--- config.mk ---
export PLATFORM = sky130hd
export DESIGN_NAME = extended_hamming_block_encoder_unit
export DESIGN_NICKNAME = d
export VERILOG_FILES = /design/src/rtl/ehbe_pkg.sv /design/src/rtl/ehbe_ram.sv /design/src/rtl/extended_hamming_block_encoder_unit.sv
export SDC_FILE = /design/constraint.sdc
export NUM_CORES = 1
export LEC_CHECK = 0
export BUFFER_PORTS_ARGS = -buffer_cell sky130_fd_sc_hd__buf_2
export CAP_MARGIN = 30
export CORE_MARGIN = 4
export CORE_UTILIZATION = 25
export CTS_BUF_LIST = sky130_fd_sc_hd__clkbuf_4 sky130_fd_sc_hd__clkbuf_8
export DETAILED_ROUTE_END_ITERATION = 10
export GPL_TIMING_DRIVEN = 0
export PLACE_DENSITY = 0.44
export SYNTH_ARGS = -nofsm -noshare
export SYNTH_HDL_FRONTEND = slang
export SYNTH_SLANG_ARGS = --single-unit
--- constraint.sdc ---
create_clock -name clk -period 3.9 [get_ports clk]
set_input_delay 0.975 -clock clk [delete_from_list [all_inputs] [get_ports clk]]
set_output_delay 0.975 -clock clk [all_outputs]
set_load 0.02 [all_outputs]
--- src/rtl/ehbe_pkg.sv ---
`timescale 1ns / 1ps

package ehbe_pkg;

  localparam int MAX_LOG2    = 8;
  localparam int MIN_LOG2    = 3;
  localparam int BLK_BITS    = 1 << MAX_LOG2;
  localparam int BLK_BYTES   = BLK_BITS / 8;
  localparam int POS_W       = MAX_LOG2;
  localparam int BIDX_W      = MAX_LOG2 - 3;
  localparam int LOG2_W      = 4;

  localparam logic [POS_W-1:0]  START_POS    = POS_W'(3);
  localparam logic [POS_W:0]    START_PARITY = (POS_W+1)'(4);
  localparam logic [LOG2_W-1:0] RESET_LOG2   = LOG2_W'(MAX_LOG2);

  typedef enum logic [1:0] {
    ST_IDLE,
    ST_FETCH,
    ST_LOAD,
    ST_SEND
  } ehbe_state_t;

endpackage

--- src/rtl/ehbe_ram.sv ---
`timescale 1ns / 1ps

module ehbe_ram #(
  parameter int WIDTH = 8,
  parameter int DEPTH = 32
) (
  input  logic                     clk,
  input  logic                     we,
  input  logic [$clog2(DEPTH)-1:0] waddr,
  input  logic [WIDTH-1:0]         wdata,
  input  logic [$clog2(DEPTH)-1:0] raddr,
  output logic [WIDTH-1:0]         rdata
);

  logic [WIDTH-1:0] mem [DEPTH];

  always_ff @(posedge clk) begin
    if (we) begin
      mem[waddr] <= wdata;
    end
    rdata <= mem[raddr];
  end

endmodule

--- src/rtl/extended_hamming_block_encoder_unit.sv ---
`timescale 1ns / 1ps
// Extended Hamming (SECDED) block encoder, one message bit per input item.
// Input: one item per cycle while idle; data bits never stall the block.
// The item that completes (or flushes) a block moves the FSM through FETCH and LOAD to SEND.
// Each output byte passes through RAM fetch, load and send; no input is taken until the
//   last byte of the block is taken, and an output stall holds the FSM in send.
// Reset (rst_n low, synchronous): block_log2 returns to 8, the partial block is dropped.

module extended_hamming_block_encoder_unit
  import ehbe_pkg::*;
(
  input  logic              clk,
  input  logic              rst_n,
  // input stream
  input  logic              in_tvalid,
  output logic              in_tready,
  input  logic [7:0]        in_tdata,   // [0] data_bit, [7:1] zero
  input  logic              in_tuser,   // [0] cmd (1 = flush)
  // result stream
  output logic              out_tvalid,
  input  logic              out_tready,
  output logic [7:0]        out_tdata,  // [7:0] out_byte
  output logic              out_tlast,  // last_byte
  // configuration
  input  logic              cfg_wr_en,
  input  logic [LOG2_W-1:0] cfg_wr_data // block_log2
);

  ehbe_state_t state_r, state_nxt;

  logic [LOG2_W-1:0] log2_r, log2_nxt;
  logic [POS_W-1:0]  wpos_r, wpos_nxt;     // next data position
  logic [POS_W:0]    npp_r, npp_nxt;       // next power-of-two position to skip
  logic [POS_W-1:0]  syn_r, syn_nxt;       // running XOR of set-bit positions
  logic              par_r, par_nxt;       // running parity of data bits
  logic [7:0]        asm_r, asm_nxt;       // byte under assembly
  logic [BIDX_W:0]   fill_r, fill_nxt;     // bytes already written to the RAM
  logic [BIDX_W-1:0] k_r, k_nxt;           // readout byte index
  logic [7:0]        out_byte_r, out_byte_nxt;
  logic              out_last_r, out_last_nxt;

  logic [LOG2_W-1:0] eff_log2;
  logic [POS_W:0]    blk_len;
  logic [POS_W:0]    pos_inc;
  logic [BIDX_W:0]   nbytes;
  logic [BIDX_W-1:0] last_idx;
  logic              last_k;
  logic              in_acc, is_data, is_flush, blk_full, start_read, byte_end;
  logic              dbit;
  logic [7:0]        asm_set;
  logic [7:0]        ram_rdata;
  logic [7:0]        src_byte;
  logic [7:0]        enc_byte;

  // Saturate the rate register to the supported range; the register keeps raw bits.
  always_comb begin
    priority if (log2_r < LOG2_W'(MIN_LOG2)) begin
      eff_log2 = LOG2_W'(MIN_LOG2);
    end else if (log2_r > LOG2_W'(MAX_LOG2)) begin
      eff_log2 = LOG2_W'(MAX_LOG2);
    end else begin
      eff_log2 = log2_r;
    end
  end

  assign blk_len  = (POS_W+1)'(1) << eff_log2;
  assign nbytes   = (BIDX_W+1)'(1) << (eff_log2 - LOG2_W'(MIN_LOG2));
  assign last_idx = BIDX_W'(nbytes - (BIDX_W+1)'(1));
  assign last_k   = (k_r == last_idx);

  assign in_tready  = (state_r == ST_IDLE);
  assign in_acc     = in_tvalid & in_tready;
  assign dbit       = in_tdata[0];
  assign is_data    = in_acc & ~in_tuser;
  assign is_flush   = in_acc & in_tuser & (wpos_r != START_POS);
  assign pos_inc    = {1'b0, wpos_r} + (POS_W+1)'(1);
  assign blk_full   = is_data & (pos_inc == blk_len);
  assign start_read = blk_full | is_flush;
  // Parity positions sit at bit 0 of a byte or inside byte 0, so a byte always
  // closes on its bit 7.
  assign byte_end   = is_data & (wpos_r[2:0] == 3'd7);

  always_comb begin
    asm_set = asm_r;
    asm_set[wpos_r[2:0]] = dbit;
  end

  ehbe_ram #(
    .WIDTH (8),
    .DEPTH (BLK_BYTES)
  ) u_ram (
    .clk   (clk),
    .we    (byte_end),
    .waddr (wpos_r[POS_W-1:3]),
    .wdata (asm_set),
    .raddr (k_r),
    .rdata (ram_rdata)
  );

  // Pick the stored byte, the byte still under assembly, or zero padding, then
  // insert the parity bits.
  always_comb begin
    priority if ({1'b0, k_r} < fill_r) begin
      src_byte = ram_rdata;
    end else if ({1'b0, k_r} == fill_r) begin
      src_byte = asm_r;
    end else begin
      src_byte = 8'd0;
    end
    enc_byte = src_byte;
    if (k_r == BIDX_W'(0)) begin
      enc_byte[0] = par_r ^ (^syn_r);
      enc_byte[1] = syn_r[0];
      enc_byte[2] = syn_r[1];
      enc_byte[4] = syn_r[2];
    end
    for (int j = 0; j < BIDX_W; j++) begin
      if (k_r == BIDX_W'(1 << j)) begin
        enc_byte[0] = syn_r[3+j];
      end
    end
  end

  // Next state
  always_comb begin
    state_nxt = state_r;
    unique case (state_r)
      ST_IDLE:  if (start_read) state_nxt = ST_FETCH;
      ST_FETCH: state_nxt = ST_LOAD;
      ST_LOAD:  state_nxt = ST_SEND;
      ST_SEND: begin
        if (out_tready) begin
          state_nxt = last_k ? ST_IDLE : ST_FETCH;
        end
      end
      default:  state_nxt = ST_IDLE;
    endcase
  end

  // Datapath and outputs
  always_comb begin
    log2_nxt     = log2_r;
    wpos_nxt     = wpos_r;
    npp_nxt      = npp_r;
    syn_nxt      = syn_r;
    par_nxt      = par_r;
    asm_nxt      = asm_r;
    fill_nxt     = fill_r;
    k_nxt        = k_r;
    out_byte_nxt = out_byte_r;
    out_last_nxt = out_last_r;

    if (cfg_wr_en) begin
      // Rate change: drop any partial block.
      log2_nxt = cfg_wr_data;
      wpos_nxt = START_POS;
      npp_nxt  = START_PARITY;
      syn_nxt  = '0;
      par_nxt  = 1'b0;
      asm_nxt  = '0;
      fill_nxt = '0;
    end else begin
      unique case (state_r)
        ST_IDLE: begin
          if (is_data) begin
            syn_nxt = syn_r ^ (dbit ? wpos_r : POS_W'(0));
            par_nxt = par_r ^ dbit;
            if (byte_end) begin
              asm_nxt  = '0;
              fill_nxt = fill_r + (BIDX_W+1)'(1);
            end else begin
              asm_nxt  = asm_set;
            end
            if (!blk_full) begin
              // Skip the next parity position.
              if (pos_inc == npp_r) begin
                wpos_nxt = pos_inc[POS_W-1:0] + POS_W'(1);
                npp_nxt  = npp_r << 1;
              end else begin
                wpos_nxt = pos_inc[POS_W-1:0];
              end
            end
          end
          if (start_read) begin
            k_nxt = '0;
          end
        end
        ST_FETCH: ;
        ST_LOAD: begin
          out_byte_nxt = enc_byte;
          out_last_nxt = last_k;
        end
        ST_SEND: begin
          if (out_tready) begin
            if (last_k) begin
              wpos_nxt = START_POS;
              npp_nxt  = START_PARITY;
              syn_nxt  = '0;
              par_nxt  = 1'b0;
              asm_nxt  = '0;
              fill_nxt = '0;
            end else begin
              k_nxt = k_r + BIDX_W'(1);
            end
          end
        end
        default: ;
      endcase
    end
  end

  assign out_tvalid = (state_r == ST_SEND);
  assign out_tdata  = out_byte_r;
  assign out_tlast  = out_last_r;

  always_ff @(posedge clk) begin
    if (!rst_n) begin
      state_r <= ST_IDLE;
      log2_r  <= RESET_LOG2;
      wpos_r  <= START_POS;
      npp_r   <= START_PARITY;
      syn_r   <= '0;
      par_r   <= 1'b0;
      asm_r   <= '0;
      fill_r  <= '0;
      k_r     <= '0;
    end else begin
      state_r <= state_nxt;
      log2_r  <= log2_nxt;
      wpos_r  <= wpos_nxt;
      npp_r   <= npp_nxt;
      syn_r   <= syn_nxt;
      par_r   <= par_nxt;
      asm_r   <= asm_nxt;
      fill_r  <= fill_nxt;
      k_r     <= k_nxt;
    end
  end

  always_ff @(posedge clk) begin
    out_byte_r <= out_byte_nxt;
    out_last_r <= out_last_nxt;
  end

endmodule
Word-level counts from Yosys, hierarchy flattened
Memories as Yosys holds them, arrays and structs flattened. A register that Yosys moved wholly into a read port is not among the register bits.
Index checks and enable logic that the tools add are counted.
- register bits: 60
- bits in latches: 0
- bits in writable memories: 256
- bits in read-only memories: 0
- input port bits: 18
- output and inout bits: 11
- word-level logic and storage cells: 126
- memories: 1
- memory list (memory ; depth ; bits a word ; read ports ; clocked after memory_dff ; write ports ; RTL line ; source):
    u_ram.mem ; 32 ; 8 ; 1 ; 1 ; 1 ; ehbe_ram.sv:15 ; logic [WIDTH-1:0] mem [DEPTH];
- add/subtract/negate cells: 6
- multiply operators: 0
- divide/modulo/power cells: 0
- $lt $le $gt $ge: 5
- equal/unequal tests: 22
- shift operators: 2
- mux-type cells: 53
- bitwise operators: 13
- reductions and logical operators: 13
- operators by type and width (cell ; count):
    $mux 8 ; 13
    $pmux 8 s2 ; 3
    $mux 9 ; 5
    $mux 6 ; 4
    $eq 9x9->1 ; 2
    $pmux 9 s2 ; 1
    $mux 5 ; 3
    $reduce_and 5->1 ; 3
    $mux 1 ; 13
    $ne 2x1->1 const B ; 6
    $pmux 6 s2 ; 1
    $pmux 5 s2 ; 1
    $add 8x1->9 const B ; 1
    $shl 1x4->9 const A ; 1
    $add 8x1->8 const B ; 1
    $bwmux 8 ; 1
    $mux 4 ; 2
    $ne 8x2->1 const B ; 1
    $pmux 2 s4 ; 1
    $reduce_xor 8->1 ; 1
    $xor 8x8->8 ; 1
    $add 6x1->6 const B ; 1
    $and 1x1->1 ; 6
    $eq 5x6->1 ; 1
    other kinds (34) ; 41

Depth between registers and ports, before layout
Gate-level depths: netlist (run 1).
- depth after elaboration: 10
- gate-level depth with buffers: 14
- mapped depth without buffers: 12

Modules after synthesis
Synthesis (run 1) repeated with hierarchy kept, for this count alone.
- cell total of the unflattened synthesis: 881
- area, all modules: 14107.3 µm²
- by module, submodules not included (module ; instances ; cells each ; area each (µm²) ; sequential area each (µm²)):
    ehbe_ram ; 1 ; 417 ; 10053.4 ; 7847.5
    extended_hamming_block_encoder_unit ; 1 ; 464 ; 4053.9 ; 1251.2

Least setup slack after synthesis (run 1)
No wires, ideal clock.
- kind: input to register
- from: input in_tdata[0]
- to: memory u_ram.mem[0][0], data pin
- setup time: 0.478 ns
- data arrival time: 2.889 ns
- data required time: 3.422 ns
- setup slack: 0.533 ns
- stages: 3
- path buffers: 1
- cell sequence: clkbuf_1 -> inv_1 -> o31ai_1
- longest elaborated chain between the ends: 1
- ends and longest elaborated chain (item ; RTL line ; source):
    start, declared ; extended_hamming_block_encoder_unit.sv:17 ; input logic [7:0] in_tdata,
    $bwmux 8 ; extended_hamming_block_encoder_unit.sv:85 ; asm_set[wpos_r[2:0]] = dbit;
    named net asm_set[0] ; extended_hamming_block_encoder_unit.sv:50 ; logic [7:0] asm_set;
    end, declared ; ehbe_ram.sv:15 ;
The timed path passes the listed nets, and every way through them passes these cells.

Worst setup path in the final report (run 1)
- from: register log2_r[1]
- to: register npp_r[7]
- longest elaborated chain between the ends: 9
- elaborated cells on any way between the ends: 14
- those cells by class: add/sub: 2; order compare: 2; eq/ne: 4; shift: 2; mux: 2; bitwise: 1; reduce/logical: 1
- ends and longest elaborated chain (item ; RTL line ; source):
    start, declared ; extended_hamming_block_encoder_unit.sv:31 ; logic [LOG2_W-1:0] log2_r, log2_nxt;
    start signal, assigned ; extended_hamming_block_encoder_unit.sv:229 ; log2_r <= log2_nxt;
    $gt 4x4->1 ; extended_hamming_block_encoder_unit.sv:59 ; end else if (log2_r > LOG2_W'(MAX_LOG2)) begin
    $mux 4 ; extended_hamming_block_encoder_unit.sv:59 ;
    $mux 4 * ; extended_hamming_block_encoder_unit.sv:57 ; priority if (log2_r < LOG2_W'(MIN_LOG2)) begin
    $sub 4x2->4 ; extended_hamming_block_encoder_unit.sv:67 ; assign nbytes = (BIDX_W+1)'(1) << (eff_log2 - LOG2_W'(MIN_LOG2));
    $shl 1x4->5 ; extended_hamming_block_encoder_unit.sv:67 ;
    $sub 5x1->5 ; extended_hamming_block_encoder_unit.sv:68 ; assign last_idx = BIDX_W'(nbytes - (BIDX_W+1)'(1));
    $eq 5x5->1 ; extended_hamming_block_encoder_unit.sv:69 ; assign last_k = (k_r == last_idx);
    $ne 2x1->1 (no line) ; - ;
    $reduce_and 6->1 (no line) * ; - ;
    end signal, assigned ; extended_hamming_block_encoder_unit.sv:231 ; npp_r <= npp_nxt;
    end, declared ; extended_hamming_block_encoder_unit.sv:33 ; logic [POS_W:0] npp_r, npp_nxt;
Every way passes the cells marked *; elsewhere a longest branch is shown, timed or not.
A chain may end at the register's enable or synchronous reset.

==> impl_metrics.toml, run 1 <==
[critical_path]
timing.critical_path.slowest_cell_delay_ns = 0.52
crit_slowest_cell = "or4_1"
reg2reg_setup_slack_ns = 0.30
cpLargestDelayFamily = "simple AND/OR/NAND/NOR gates"
worstPathRequired_ns = 4.42
cp.buffers_inverters = 1
r2r_cells = 11
timing_worst_setup_path_type = "reg -> reg"
path_depth = 11
crit_path_start_kind = "flop"
timing.rr.start = "log2_r[1]"
worst_r2r_endpoint = "npp_r[7]"
critical_path.endpoint_type = "flop"
critical_path_arrival_ns = 4.12
crit_chain = "clkbuf_1, nand2_1, a21oi_2, ha_1, and2b_2, o311a_4, or4_1, and3_2, o21ai_2, nand3_2, a32o_1"
timing.critical_path.fanout_max = 8

[sta]
rsz0062_at_grt = "false"
slew-limit-headroom_pct = 32.2
finalSetupViolCount = 0
highest_clock_rate_mhz = 278
finalCritPeriodShare_pct = 92.3
tightestPinTransition_ns = 1.02
hold_violations = 0
setup_clock_skew_after_layout_ns = 0.0376
slew_viol_final = 0
finalWorstPathRequiredPeriod_ns = 3.60

[final_layout]
post_route_cells_drive_above_1_share_pct = 24.4
layout.nets = 1099
flow.area_growth_from_synthesis_pct = 17.4
final_util_pct = 29.7
fillCellCount = 5851
design_area_mm2 = 0.0171
antenna_cells_inserted = 0

[placed_design]
globalplace.congestion = 0.820
placement.io_buffers = 19
placedInstanceArea_mm2 = 0.0159
detailedPlacementHpwl_mm = 27.8

[grt]
globalRouteTotalUtil_pct = 12.9
grt_pass1_vias = 9043
grt_max_degree = 34
antenna_found_initial = 0
grt_pass1_wl_mm = 60.2
global_route.overflow_total = 0

[detailed_routing]
wire_length_per_cell_um = 21.6
drt_iter0_markers = 582
vias_per_cell = 4.72
postRouteAntennaNets = 0
number_of_design_rule_violations_left_after_detail_routing = 0
vias = 8805
detail_route.wirelength_mm = 40.3
dr.pass1.iters = 5

[clock_tree]
tritoncts = "yes"
clock_path_buffers = 3
ctsRootBufferMaster = "clkbuf_8"
post_cts_buffers = 0
cts_sinks = 322
post_cts_resized = 0
worst_setup_hold_path_clk_slew_ns = 0.06
clkLatencyLatePin_ns = 0.65
cts-buffers-inserted = 56
holdBufCountCts = 0
cts.htree.levels = 2

[logic_synthesis]
postSynthRegisterBits = 322
post_synth_main_area_contributors = "edfxtp_1 55%, mux4_2 12%, dfxtp_1 7.8%, ha_1 2.2%, xnor2_1 1.8%"
synth.cell_area_mm2 = 0.0146
synth_cells = 962
synth_edf_count = 265
synth_async_sr_flop_share_pct = 0
synth_area_leader_cell = "edfxtp_1"
syn_area_per_cell_um2 = 15.2
postSynth.topFlopCell = "edfxtp_1"
mappedNetlistNets = 1006
synth_top_cell_area_share_pct = 54.6
synth_cell_type_count = 83
synth_warnings = 0
post_synth_most_frequent_cells = "265 x edfxtp_1, 80 x mux4_2, 59 x nor2_1, 57 x dfxtp_1, 52 x nand2_1"
synth-seq-area-share_pct = 62.4
yosysMostFrequentCell = "edfxtp_1"

[floorplan]
io_pins = 29
rows = 88
start_util_pct = 25.3
area_of_the_die_mm2 = 0.0623
placeableCoreArea_mm2 = 0.0577
die_width_um = 250
die_h_um = 250

[pwr]
p_leak_nw = 5.30
ir_worst_vdd_uv = 222
p_total_mw = 7.69
p_per_area_mw_per_mm2 = 449

[min_path]
whs_path_depth = 2
whs_endpoint = "asm_r[0]"
hold_class = "reg -> reg"
worst_hold_startpoint = "asm_r[0]"

[run_status]
result_of_the_run = "completed"

[job]
maxCapViolCount = 0
==> final cells by class <==
cell class	instances	area (um2)	area share, %
Multi-Input combinational cell	549	5190	30.3
Tap cell	765	957	5.59
Sequential cell	322	9100	53.2
Inverter	32	120	0.702
Timing Repair Buffer	35	317	1.85
Clock buffer	77	935	5.46
Clock inverter	27	218	1.27
Buffer	59	280	1.64
==> tightest hold or removal path, delay by kind of cell (launching register included) <==
kind | cells | cell delay, ns
AO/OA/AOI/OAI | 2 | 0.13
flip-flops | 1 | 0.32
==> registers in the layout, summed over array words and instances, names as in the netlist <==
name / flops
out_tlast: 1
fill_r: 6
u_ram.mem: 256
wpos_r: 8
asm_r: 8
k_r: 5
par_r: 1
out_tdata: 8
log2_r: 4
u_ram.rdata: 8
syn_r: 8
state_r: 2
npp_r: 7
==> worst max path at each step <==
stage / from / to / slack (ns)
global route: wpos_r[0] / k_r[4] / 0.06
floorplan: in_tdata[0] / u_ram.mem[0][0] / 0.53
detailed placement: in_tuser / u_ram.mem[14][1] / -0.08
CTS: log2_r[1] / npp_r[8] / 0.08
global placement: in_tdata[0] / u_ram.mem[10][0] / -2.03
finish: log2_r[1] / npp_r[7] / 0.30
==> cells by family (layout without fill, tap and decap cells) <==
| kind of cell | count (synthesis) | in the layout | share of synthesized area [%] |
|---|---|---|---|
| AO/OA/AOI/OAI | 159 | 159 | 8.18 |
| buffers and inverters | 91 | 230 | 2.73 |
| flip-flops | 322 | 322 | 62.4 |
| adder cells (fa/ha/maj) | 26 | 26 | 2.23 |
| XOR/XNOR | 38 | 38 | 2.66 |
| multiplexers | 99 | 99 | 13.7 |
| AND/OR/NAND/NOR | 227 | 227 | 8.08 |
==> layer usage <==
layer  track usage (%)  vias up  wire length (um)
met1              17.6     4520             18000
met3              2.72       64              2500
met4              3.83        0               871
li1                  -     3978                 -
met2              20.6      243             18900
met5                 0        -                 0
==> through the flow <==
stage	setup TNS [ns]	setup WS (ns)	hold slack [ns]	std cells
finish	0	0.301	0.498	1866
global route	0	0.0605	0.540	1866
CTS	0	0.0813	0.497	1865
detailed placement	-0.325	-0.0815	0.486	1761
global placement	-401.00	-2.03	0.484	1746
floorplan	0	0.533	0.455	962
==> power by group <==
part	switching (mW)	total, mW	internal [mW]
Sequential	0.0354	3.79	3.75
Combinational	0.457	0.701	0.244
Clock	1.44	3.20	1.76
==> cells in the final DEF, fill, tap and decap left out, drive strengths merged, types with 26 or more instances in the layout <==
master,instances
buf,52
ha,26
o21ai,40
nor2,61
clkbuf,119
edfxtp,265
dfxtp,57
xnor2,30
a21oi,40
inv,32
nand2,52
mux4,80
No activity file was read; power rests on OpenSTA's default activity.
==> inputs of run 2 (changes only) <==
--- a/config.mk
+++ b/config.mk
@@ -11,7 +11,6 @@
 export CORE_UTILIZATION = 25
 export CTS_BUF_LIST = sky130_fd_sc_hd__clkbuf_4 sky130_fd_sc_hd__clkbuf_8
 export DETAILED_ROUTE_END_ITERATION = 10
-export GPL_TIMING_DRIVEN = 0
 export PLACE_DENSITY = 0.44
 export SYNTH_ARGS = -nofsm -noshare
 export SYNTH_HDL_FRONTEND = slang
==> constraint.sdc (replaced) <==
create_clock -name clk -period 3.9 [get_ports clk]
set_input_delay 0.975 -clock clk [delete_from_list [all_inputs] [get_ports clk]]
set_output_delay 0.975 -clock clk [all_outputs]
set_load 0.005 [all_outputs]
==> impl_metrics.toml, run 2 (synthesis results as in run 1) <==
[run_status]
result_of_the_run = "completed"

[floorplan]
die_width_um = 250
die_h_um = 250
rows = 88
placeableCoreArea_mm2 = 0.0577
io_pins = 29
start_util_pct = 25.3
area_of_the_die_mm2 = 0.0623

[final_layout]
final_util_pct = 29.8
post_route_cells_drive_above_1_share_pct = 28.8
antenna_cells_inserted = 0
registers.top_by_ff_count = "u_ram.mem"
flow.area_growth_from_synthesis_pct = 18.1
largest_register_ffs = 256
final_cell_count_no_fill = 1871
final_common_cell = "edfxtp_1"
final_cell_mix = "265 x edfxtp_1, 80 x mux4_2, 74 x buf_4"
layout.nets = 1103

[min_path]
whs_endpoint = "asm_r[1]"
worst_hold_startpoint = "asm_r[1]"
hold_class = "reg -> reg"
whs_path_depth = 2

[sta]
setup_total_negative_slack_ns = 0
finalCritPeriodShare_pct = 92.5
hold_violations = 0
tightestPinTransition_ns = 0.968
finalWorstPathRequiredPeriod_ns = 3.61
finalSetupViolCount = 0
rsz0062_at_grt = "false"
slew_viol_final = 0
setup_clock_skew_after_layout_ns = 0.0271
whs_ns = 0.497
slew-limit-headroom_pct = 35.5
highest_clock_rate_mhz = 277

[grt]
globalRouteTotalUtil_pct = 12.3
global_route.overflow_total = 0
grt_max_degree = 71
antenna_found_initial = 0
grt_pass1_vias = 9144
grt_pass1_wl_mm = 58.6

[pwr]
ir_worst_vdd_uv = 230
comb_power_share_pct = 8.6
p_leak_nw = 5.46
total_switching_power_mw = 1.90
p_total_mw = 7.66
switching_share_of_power_pct = 24.9
p_per_area_mw_per_mm2 = 445
clkPwrFrac_pct = 41.9
seq_power_share_pct = 49.5
power.internal_mw = 5.76

[detailed_routing]
number_of_design_rule_violations_left_after_detail_routing = 0
vias = 8718
drt_iter0_markers = 513
vias_per_cell = 4.66
detail_route.wirelength_mm = 38.6
wire_length_per_cell_um = 20.6
postRouteAntennaNets = 0
dr.pass1.iters = 5

[critical_path]
timing.critical_path.fanout_max = 8
critical_path.endpoint_type = "flop"
r2r_cells = 10
critical_path_arrival_ns = 4.13
timing_worst_setup_path_type = "reg -> reg"
reg2reg_setup_slack_ns = 0.29
timing.rr.start = "log2_r[1]"
crit_path_start_kind = "flop"
worstPathRequired_ns = 4.43
worst_r2r_endpoint = "npp_r[5]"

[clock_tree]
clock_path_buffers = 3
cts_sinks = 322
post_cts_resized = 0
clkLatencyLatePin_ns = 0.64
tritoncts = "yes"
holdBufCountCts = 0
cts.htree.levels = 2
worst_setup_hold_path_clk_slew_ns = 0.06
post_cts_buffers = 0
cts-buffers-inserted = 57
ctsRootBufferMaster = "clkbuf_8"

[job]
maxCapViolCount = 0

[placed_design]
globalplace.congestion = 0.769
placed_cells_incl_taps = 1765
detailedPlacementHpwl_mm = 25.1
placement.io_buffers = 21
run 2: cell count changes in the layout (fill, tap and decap cells not counted), moves of 3 or more:
cell       previous run  this run
o21ai_2               1         5
clkbuf_8             57        70
clkinv_2             10         6
buf_8                 7         0
buf_4                 4        74
buf_1                 3         0
buf_6                 4         1
buf_2                30        21
clkbuf_1             40         0
o21ai_4               3         0
bufinv_16             3         0
clkbuf_4             20        15
run 2: critical path, stage by stage (launching register included):
cell and delay, ns:
dfxtp_1 0.47, nand2_1 0.09, a21oi_1 0.32, ha_1 0.32
and2b_2 0.25, o311a_4 0.32, or4_1 0.52, and3_2 0.30
o21ai_2 0.26, nand3_1 0.30, a32o_1 0.36
run 2: worst max-delay path by stage:
stage / startpoint / end / slack [ns] / cells past startpoint
after floorplan: in_tdata[0] / u_ram.mem[0][0] / 0.53 / 3
after global placement: log2_r[1] / k_r[3] / 0.30 / 10
after detailed placement: log2_r[1] / npp_r[7] / 0.31 / 10
after CTS: log2_r[1] / npp_r[5] / 0.30 / 10
after global routing: log2_r[1] / npp_r[6] / 0.07 / 10
final: log2_r[1] / npp_r[5] / 0.29 / 10
run 2: area by class of cell:
| cell class | instances | area (um2) |
|---|---|---|
| multi-input combinational | 549 | 5160 |
| timing repair buffer | 97 | 692 |
| clock inverter | 21 | 106 |
| tap | 765 | 957 |
| fill | 5809 | 40500 |
| sequential | 322 | 9110 |
| inverter | 32 | 120 |
| clock buffer | 85 | 1080 |
run 2: metrics by stage:
step	cell area, um2	setup WS [ns]
2_1_floorplan	14600	0.533
4_1_cts	17200	0.301
3_5_place_dp	16000	0.310
5_1_grt	17200	0.0748
6_report	17200	0.292
3_3_place_gp	16000	0.295
run 2: metal layers:
layer / GRT usage, % / vias up / share of wire [%]
li1: - / 3983 / -
met1: 16.8 / 4456 / 46
met2: 19.8 / 215 / 47
met3: 2.56 / 64 / 4.7
met4: 3.89 / 0 / 2.4
met5: 0 / - / 0
run 2: power by group through the flow:
stage,clock [mW],sequential (mW),combinational (mW)
final,3.21,3.80,0.658
after global routing,3.49,3.80,0.724
after CTS,3.32,3.80,0.659
after detailed placement,0,3.87,0.655
after global placement,0,3.87,0.652
after floorplan,0,3.85,0.457
==> inputs of run 3 (changes only) <==
--- a/config.mk
+++ b/config.mk
@@ -11,7 +11,9 @@
 export CORE_UTILIZATION = 25
 export CTS_BUF_LIST = sky130_fd_sc_hd__clkbuf_4 sky130_fd_sc_hd__clkbuf_8
 export DETAILED_ROUTE_END_ITERATION = 10
+export HOLD_SLACK_MARGIN = 0.15
 export PLACE_DENSITY = 0.44
+export RECOVER_POWER = 100
 export SYNTH_ARGS = -nofsm -noshare
 export SYNTH_HDL_FRONTEND = slang
 export SYNTH_SLANG_ARGS = --single-unit
==> impl_metrics.toml, run 3 (synthesis results as in run 1) <==
[grt]
global_route.overflow_total = 0
grt_pass1_wl_mm = 58.6
grt_max_degree = 71
grt_util_met3_pct = 2.56
antenna_found_initial = 0
gr-usage-met2_pct = 19.8
grt_pass1_vias = 9144
grt_use_met1_pct = 16.8
globalRouteTotalUtil_pct = 12.3
grt_most_used_layer = "met2"

[job]
maxCapViolCount = 6

[clock_tree]
post_cts_buffers = 0
cts_sinks = 322
clock_path_buffers = 3
cts-buffers-inserted = 57
worst_setup_hold_path_clk_slew_ns = 0.06
holdBufCountCts = 0
ctsRootBufferMaster = "clkbuf_8"
tritoncts = "yes"
cts.htree.levels = 2
clkLatencyLatePin_ns = 0.64
post_cts_resized = 0

[pwr]
ir_worst_vdd_uv = 230
p_total_mw = 7.63
p_per_area_mw_per_mm2 = 452
p_leak_nw = 5.18

[critical_path]
timing_worst_setup_path_type = "reg -> reg"
r2r_cells = 8
crit_path_start_kind = "flop"
worstPathRequired_ns = 4.43
worst_r2r_endpoint = "npp_r[5]"
timing.critical_path.fanout_max = 11
timing.rr.start = "wpos_r[2]"
reg2reg_setup_slack_ns = 0.25
critical_path.endpoint_type = "flop"
critical_path_arrival_ns = 4.18

[placed_design]
placement.io_buffers = 21
globalplace.congestion = 0.769
detailedPlacementHpwl_mm = 25.1

[final_layout]
registers.top_by_ff_count = "u_ram.mem"
final_cell_mix = "265 x edfxtp_1, 80 x mux4_2, 70 x clkbuf_8"
largest_register_ffs = 256
layout.nets = 1103
post_route_cells_drive_above_1_share_pct = 21.9
antenna_cells_inserted = 0
final_common_cell = "edfxtp_1"
flow.area_growth_from_synthesis_pct = 15.6

[detailed_routing]
wire_length_per_cell_um = 20.7
vias_per_cell = 4.64
vias = 8689
number_of_design_rule_violations_left_after_detail_routing = 0
postRouteAntennaNets = 0
drt_iter0_markers = 530
dr.pass1.iters = 5
detail_route.wirelength_mm = 38.6

[floorplan]
placeableCoreArea_mm2 = 0.0577
io_pins = 29
rows = 88
start_util_pct = 25.3
die_width_um = 250
die_h_um = 250
area_of_the_die_mm2 = 0.0623

[sta]
tightestPinTransition_ns = 1.76
slew-limit-headroom_pct = -17.1
whs_ns = 0.496
finalWorstPathRequiredPeriod_ns = 3.65
finalCritPeriodShare_pct = 93.7
rsz0062_at_grt = "false"
highest_clock_rate_mhz = 274
slew_viol_final = 131
hold_violations = 0
setup_clock_skew_after_layout_ns = 0.0237
finalSetupViolCount = 0
setup_total_negative_slack_ns = 0

[min_path]
whs_endpoint = "asm_r[1]"
hold_class = "reg -> reg"
whs_path_depth = 2
worst_hold_startpoint = "asm_r[1]"

[run_status]
failed_checks = "max-capacitance violations, max-slew violations"
result_of_the_run = "finished, violations left"
-- run 3: cell types whose count changed in the layout (fill, tap and decap cells not counted), sizes merged --
cell	before	now
clkbuf	85	148
buf	97	34
-- run 3: worst max path at each step --
| stage | slack [ns] | cells after the start | startpoint | endpoint |
|---|---|---|---|---|
| 2_1_floorplan | 0.53 | 3 | in_tdata[0] | u_ram.mem[0][0] |
| 3_3_place_gp | 0.30 | 10 | log2_r[1] | k_r[3] |
| 3_5_place_dp | 0.31 | 10 | log2_r[1] | npp_r[7] |
| 4_1_cts | 0.30 | 10 | log2_r[1] | npp_r[5] |
| 5_1_grt | 0.05 | 7 | k_r[1] | out_tdata[0] |
| 6_report | 0.25 | 8 | wpos_r[2] | npp_r[5] |
-- run 3: critical path: stages (launching register included) --
cell and delay (ns):
dfxtp_1 0.58, ha_1 0.38, nand4_1 0.35, nor2_1 0.48, xnor3_1 0.44, o311a_1 0.19, a21oi_1 0.40, nand3_1 0.35
a32o_1 0.36
-- run 3: per-layer routing --
layer  wire length, um  up-vias
li1                  -     3979
met3              1930       64
met1             17600     4436
met4               925        0
met5                 0        -
met2             18200      210
-- run 3: final cells by class --
cell class / instances / area [um2]
well taps: 765 / 957
multi-input cells: 549 / 5020
flip-flops and latches: 322 / 9100
inverters: 32 / 120
clock inverters: 21 / 106
clock buffers: 85 / 1080
fillers: 5897 / 40800
repair buffers: 97 / 487
-- run 3: per-stage QoR --
stage | utilization (%) | setup WS (ns) | area [um2] | cells
finish | 29.2 | 0.247 | 16900 | 1871
global route | 29.2 | 0.0499 | 16900 | 1871
CTS | 29.8 | 0.301 | 17200 | 1871
detailed placement | 27.8 | 0.310 | 16000 | 1765
global placement | 27.8 | 0.295 | 16000 | 1762
floorplan | - | 0.533 | 14600 | 962
-- run 3: where the power goes --
part | internal (mW) | total, mW | switching [mW]
clock network | 1.76 | 3.20 | 1.44
registers | 3.75 | 3.80 | 0.0460
logic | 0.227 | 0.631 | 0.405
total | 5.74 | 7.63 | 1.89
